===== config.mk =====
export PLATFORM = sky130hd
export DESIGN_NAME = knn_topk_list
export DESIGN_NICKNAME = d
export VERILOG_FILES = /design/src/design/knn_pkg.sv /design/src/design/knn_topk_list.sv
export SDC_FILE = /design/constraint.sdc
export NUM_CORES = 2
export LEC_CHECK = 0
export BUFFER_PORTS_ARGS = -buffer_cell sky130_fd_sc_hd__buf_2
export CORE_UTILIZATION = 28
export CTS_CLUSTER_DIAMETER = 100
export DETAILED_ROUTE_END_ITERATION = 7
export HOLD_SLACK_MARGIN = 0.1
export PLACE_DENSITY = 0.39
export SLEW_MARGIN = 0
export SYNTH_ARGS = -nofsm -noshare
export SYNTH_HDL_FRONTEND = slang
export SYNTH_SLANG_ARGS = --single-unit

===== constraint.sdc =====
create_clock -name clk -period 7.77 [get_ports clk]
set_input_delay 0.777 -clock clk [delete_from_list [all_inputs] [get_ports clk]]
set_output_delay 0.777 -clock clk [all_outputs]
set_load 0.02 [all_outputs]

===== src/design/knn_pkg.sv =====
// shared constants and types for the knn linear scan top-k unit
package knn_pkg;

  localparam int MAX_POINTS = 1024;
  localparam int MAX_DIMS   = 64;
  localparam int MAX_K      = 16;

  localparam int PW    = $clog2(MAX_POINTS);
  localparam int DW    = $clog2(MAX_DIMS);
  localparam int KW    = $clog2(MAX_K);
  localparam int CW    = 16;
  localparam int DISTW = 38;

  localparam logic [DISTW-1:0] DIST_ONES = {DISTW{1'b1}};

  localparam logic CMD_LOAD  = 1'b0;
  localparam logic CMD_QUERY = 1'b1;

  localparam logic [1:0] REG_DIMS      = 2'd0;
  localparam logic [1:0] REG_POINTS    = 2'd1;
  localparam logic [1:0] REG_NEIGHBORS = 2'd2;

  // scan sequencer states
  typedef enum logic [4:0] {
    ST_IDLE = 5'b00001,
    ST_CLR  = 5'b00010,
    ST_ACC  = 5'b00100,
    ST_INS  = 5'b01000,
    ST_OUT  = 5'b10000
  } state_t;

  // insertion request into the sorted list
  typedef struct packed {
    logic             clear;
    logic             ins;
    logic [DISTW-1:0] sq_dist;
    logic [KW:0]      k;
  } ins_req_t;

endpackage


===== src/design/knn_topk_list.sv =====
// sorted list of the k smallest distances, one insertion per request
module knn_topk_list (
  input  logic                      clk,
  input  knn_pkg::ins_req_t         req,
  input  logic [knn_pkg::KW-1:0]    rd_idx,
  output logic [knn_pkg::DISTW-1:0] rd_dist
);

  logic [knn_pkg::DISTW-1:0] best_r [knn_pkg::MAX_K];
  logic [knn_pkg::MAX_K-1:0] lt;

  // per-entry compare, entries beyond k never take an inserted value
  always_comb begin
    for (int i = 0; i < knn_pkg::MAX_K; i++) begin
      lt[i] = (req.sq_dist < best_r[i]) && ((knn_pkg::KW+1)'(i) < req.k);
    end
  end

  // shift entries at and after the first smaller slot
  always_ff @(posedge clk) begin
    if (req.clear) begin
      for (int i = 0; i < knn_pkg::MAX_K; i++) best_r[i] <= knn_pkg::DIST_ONES;
    end else if (req.ins) begin
      for (int i = 0; i < knn_pkg::MAX_K; i++) begin
        if (lt[i]) begin
          if (i == 0) best_r[i] <= req.sq_dist;
          else if (!lt[i-1]) best_r[i] <= req.sq_dist;
          else best_r[i] <= best_r[i-1];
        end
      end
    end
  end

  assign rd_dist = best_r[rd_idx];

endmodule

==> flow_summary.toml <==
[status]
outcome = "finished clean"

[timing]
worstMarginPinSlew_ps = 1190
finalSetupTns_ps = 0
fmax_ghz = 0.216
slew_viol_final = 0
post-route-period-util = 0.595
setup_viol_count_final = 0
fin_crit_ps = 4630
max_slew_margin = 0.202
rsz0062_at_grt = "no"
finalWorstSetupSlack_ps = 3140
fin_hold_ws_ps = 562
skew_ps = 36.9
hold_violations = 0

[route]
drcViolationCount = 0
vias_per_cell = 5.24
drt_iter0_drc = 2738
drt_pass1_iterations = 6
wl_um = 172000
vias = 34200
post_drt_wl_per_cell_um = 26.3
ant_nets = 0

[clock_network]
cts_buffers = 84
post_cts_buffers = 0
clockBufferDepth = 3
path_clk_slew_ps = 60
clk_latency_ps = 700
tritoncts = "yes"
htreeDepth = 3
cts_resized = 0
cts-hold-fix-buffers = 0
cts.sinks = 608
root_buffer = "clkbuf_16"

[worst_setup_path]
criticalPathCategory = "input port to flop"
critPathLaunchType = "input port"
cp-end-kind = "flop"
slowest_stage = "nor4_1"
slowest_delay_ps = 820
crit_top_cell = "buf_4"
cp_cell_sequence = "buf_2 > ha_1 > and4_1 > a21o_1 > o21ai_0 > a21boi_0 > nor4_1 > o31ai_4 > nor2_4 > buf_4 > or2_2 > buf_4"
crit_required_ps = 8100
path_buf_inv = 3
cp_top_family = "buffers and inverters"
cp_max_fo = 39
crit_arrival_ps = 4950

[power_and_ir_drop]
ir_drop_v = 0.000163
total_power_mw = 9.45
cellLeakagePower_nw = 23.4
power_density_mw_per_mm2 = 182

[layout]
fin_cells = 6520
nets = 4922
largest_reg_flops = 608
final_layout_size_suffix_gt1_frac = 0.122
fin_util = 0.318
top_register = "best_r"
area_growth_pct = 12.5
fin_area_mm2 = 0.0520
top_regs = "best_r (608)"

[global_routing]
grt_start_max_net_pins = 136
track_usage = 0.204
grt_pass1_vias = 34200
grt_first_pass_wirelength_um = 249000
grt.overflow.total = 0
antenna_found_initial = 16

[synth]
synth-async-reset-ratio = 0
yosysSeqAreaShare = 0.395
synth_edf_count = 608
synth_area_leaders = "edfxtp_1 (40%), ha_1 (16%), mux4_2 (9.3%)"
synth_warnings = 0
synth.most_common_cell = "edfxtp_1"
synth_nets = 4900
synth_cell_types = 68
synth_top_cell_by_area = "edfxtp_1"
ys_seq_elements = 608
syn-cell-area_mm2 = 0.0462
synth_top_area_frac = 0.395
synth.avg_cell_area_um2 = 10.9
synth_cells = 4258
synth_flop_cell = "edfxtp_1"
yosys-top-cells-count = "edfxtp_1 (608), inv_1 (606), ha_1 (592)"

[placed_design]
dp_slack_ps = 2290
hpwl_um = 127000
placedCellCount = 6369
placed_area_mm2 = 0.0493
gp_congestion = 0.835
io_buffers = 87

[floorplan]
start_util = 0.283
core_mm2 = 0.163
die_y_um = 408
die_x_um = 408
dieArea_mm2 = 0.167
rows = 148
io-pin-count = 88

[job]
cap_violations = 0

[min_path]
min_path_type = "input port to flop"
kinds of logic (layout without fill, tap and decap cells):
| group | after synthesis | after routing | synth area share |
|---|---|---|---|
| adder cells (fa/ha/maj) | 592 | 592 | 0.160 |
| AND/OR/NAND/NOR | 863 | 863 | 0.0843 |
| other | 0 | 1 | 0 |
| flip-flops | 608 | 608 | 0.395 |
| multiplexers | 528 | 528 | 0.166 |
| buffers and inverters | 845 | 931 | 0.0713 |
| AO/OA/AOI/OAI | 822 | 822 | 0.123 |
metal layers:
layer	GRT usage	up-vias	routed length (µm)
met3	0.0372	182	10100
met1	0.304	17300	84500
met4	0.0505	0	4270
li1	-	15800	-
met5	0	-	0
met2	0.300	879	72800
report_power, final:
part	switching [mW]	internal, mW	total [mW]
clock	1.66	2.24	3.91
combinational	1.08	0.557	1.64
sequential	0.110	3.80	3.91
total	2.85	6.60	9.45
final timing paths:
check / startpoint / endpoint / slack [ps] / depth (start not counted)
setup / recovery: req[14] / best_r[3][9] / 3140 / 12
hold / removal: req[11] / best_r[0][6] / 560 / 2
setup reg to reg: best_r[3][8] / best_r[3][9] / 3260 / 12
hold reg to reg: best_r[10][0] / best_r[11][0] / 600 / 1
final cells by class:
type | count | area [µm²]
fillers | 16800 | 111000
multi-input cells | 2805 | 24900
flip-flops and latches | 608 | 18300
well taps | 2175 | 2720
inverters | 607 | 2280
clock buffers | 109 | 2260
repair buffers | 174 | 1170
clock inverters | 41 | 380
diodes | 1 | 2.50
cell usage in the layout (no fill, tap or decap), types with 18 or more instances in the layout:
master,Yosys,layout
o21ai_1,41,39
mux4_2,190,190
nor2b_1,27,27
inv_1,606,606
o21ai_0,46,46
o211ai_1,166,166
a211oi_1,21,20
a211o_1,83,83
a21boi_0,38,38
clkbuf_1,159,22
clkbuf_16,0,87
or3_1,40,40
a21o_1,139,136
nand2_1,352,351
a21oi_1,190,190
buf_2,44,83
nand4_1,90,90
edfxtp_1,608,608
nand3_1,19,19
nor2_1,251,247
ha_1,592,592
buf_4,6,84
mux2i_1,335,335
nor3_1,19,18
Note: power is estimated with default switching activity, not from simulation.
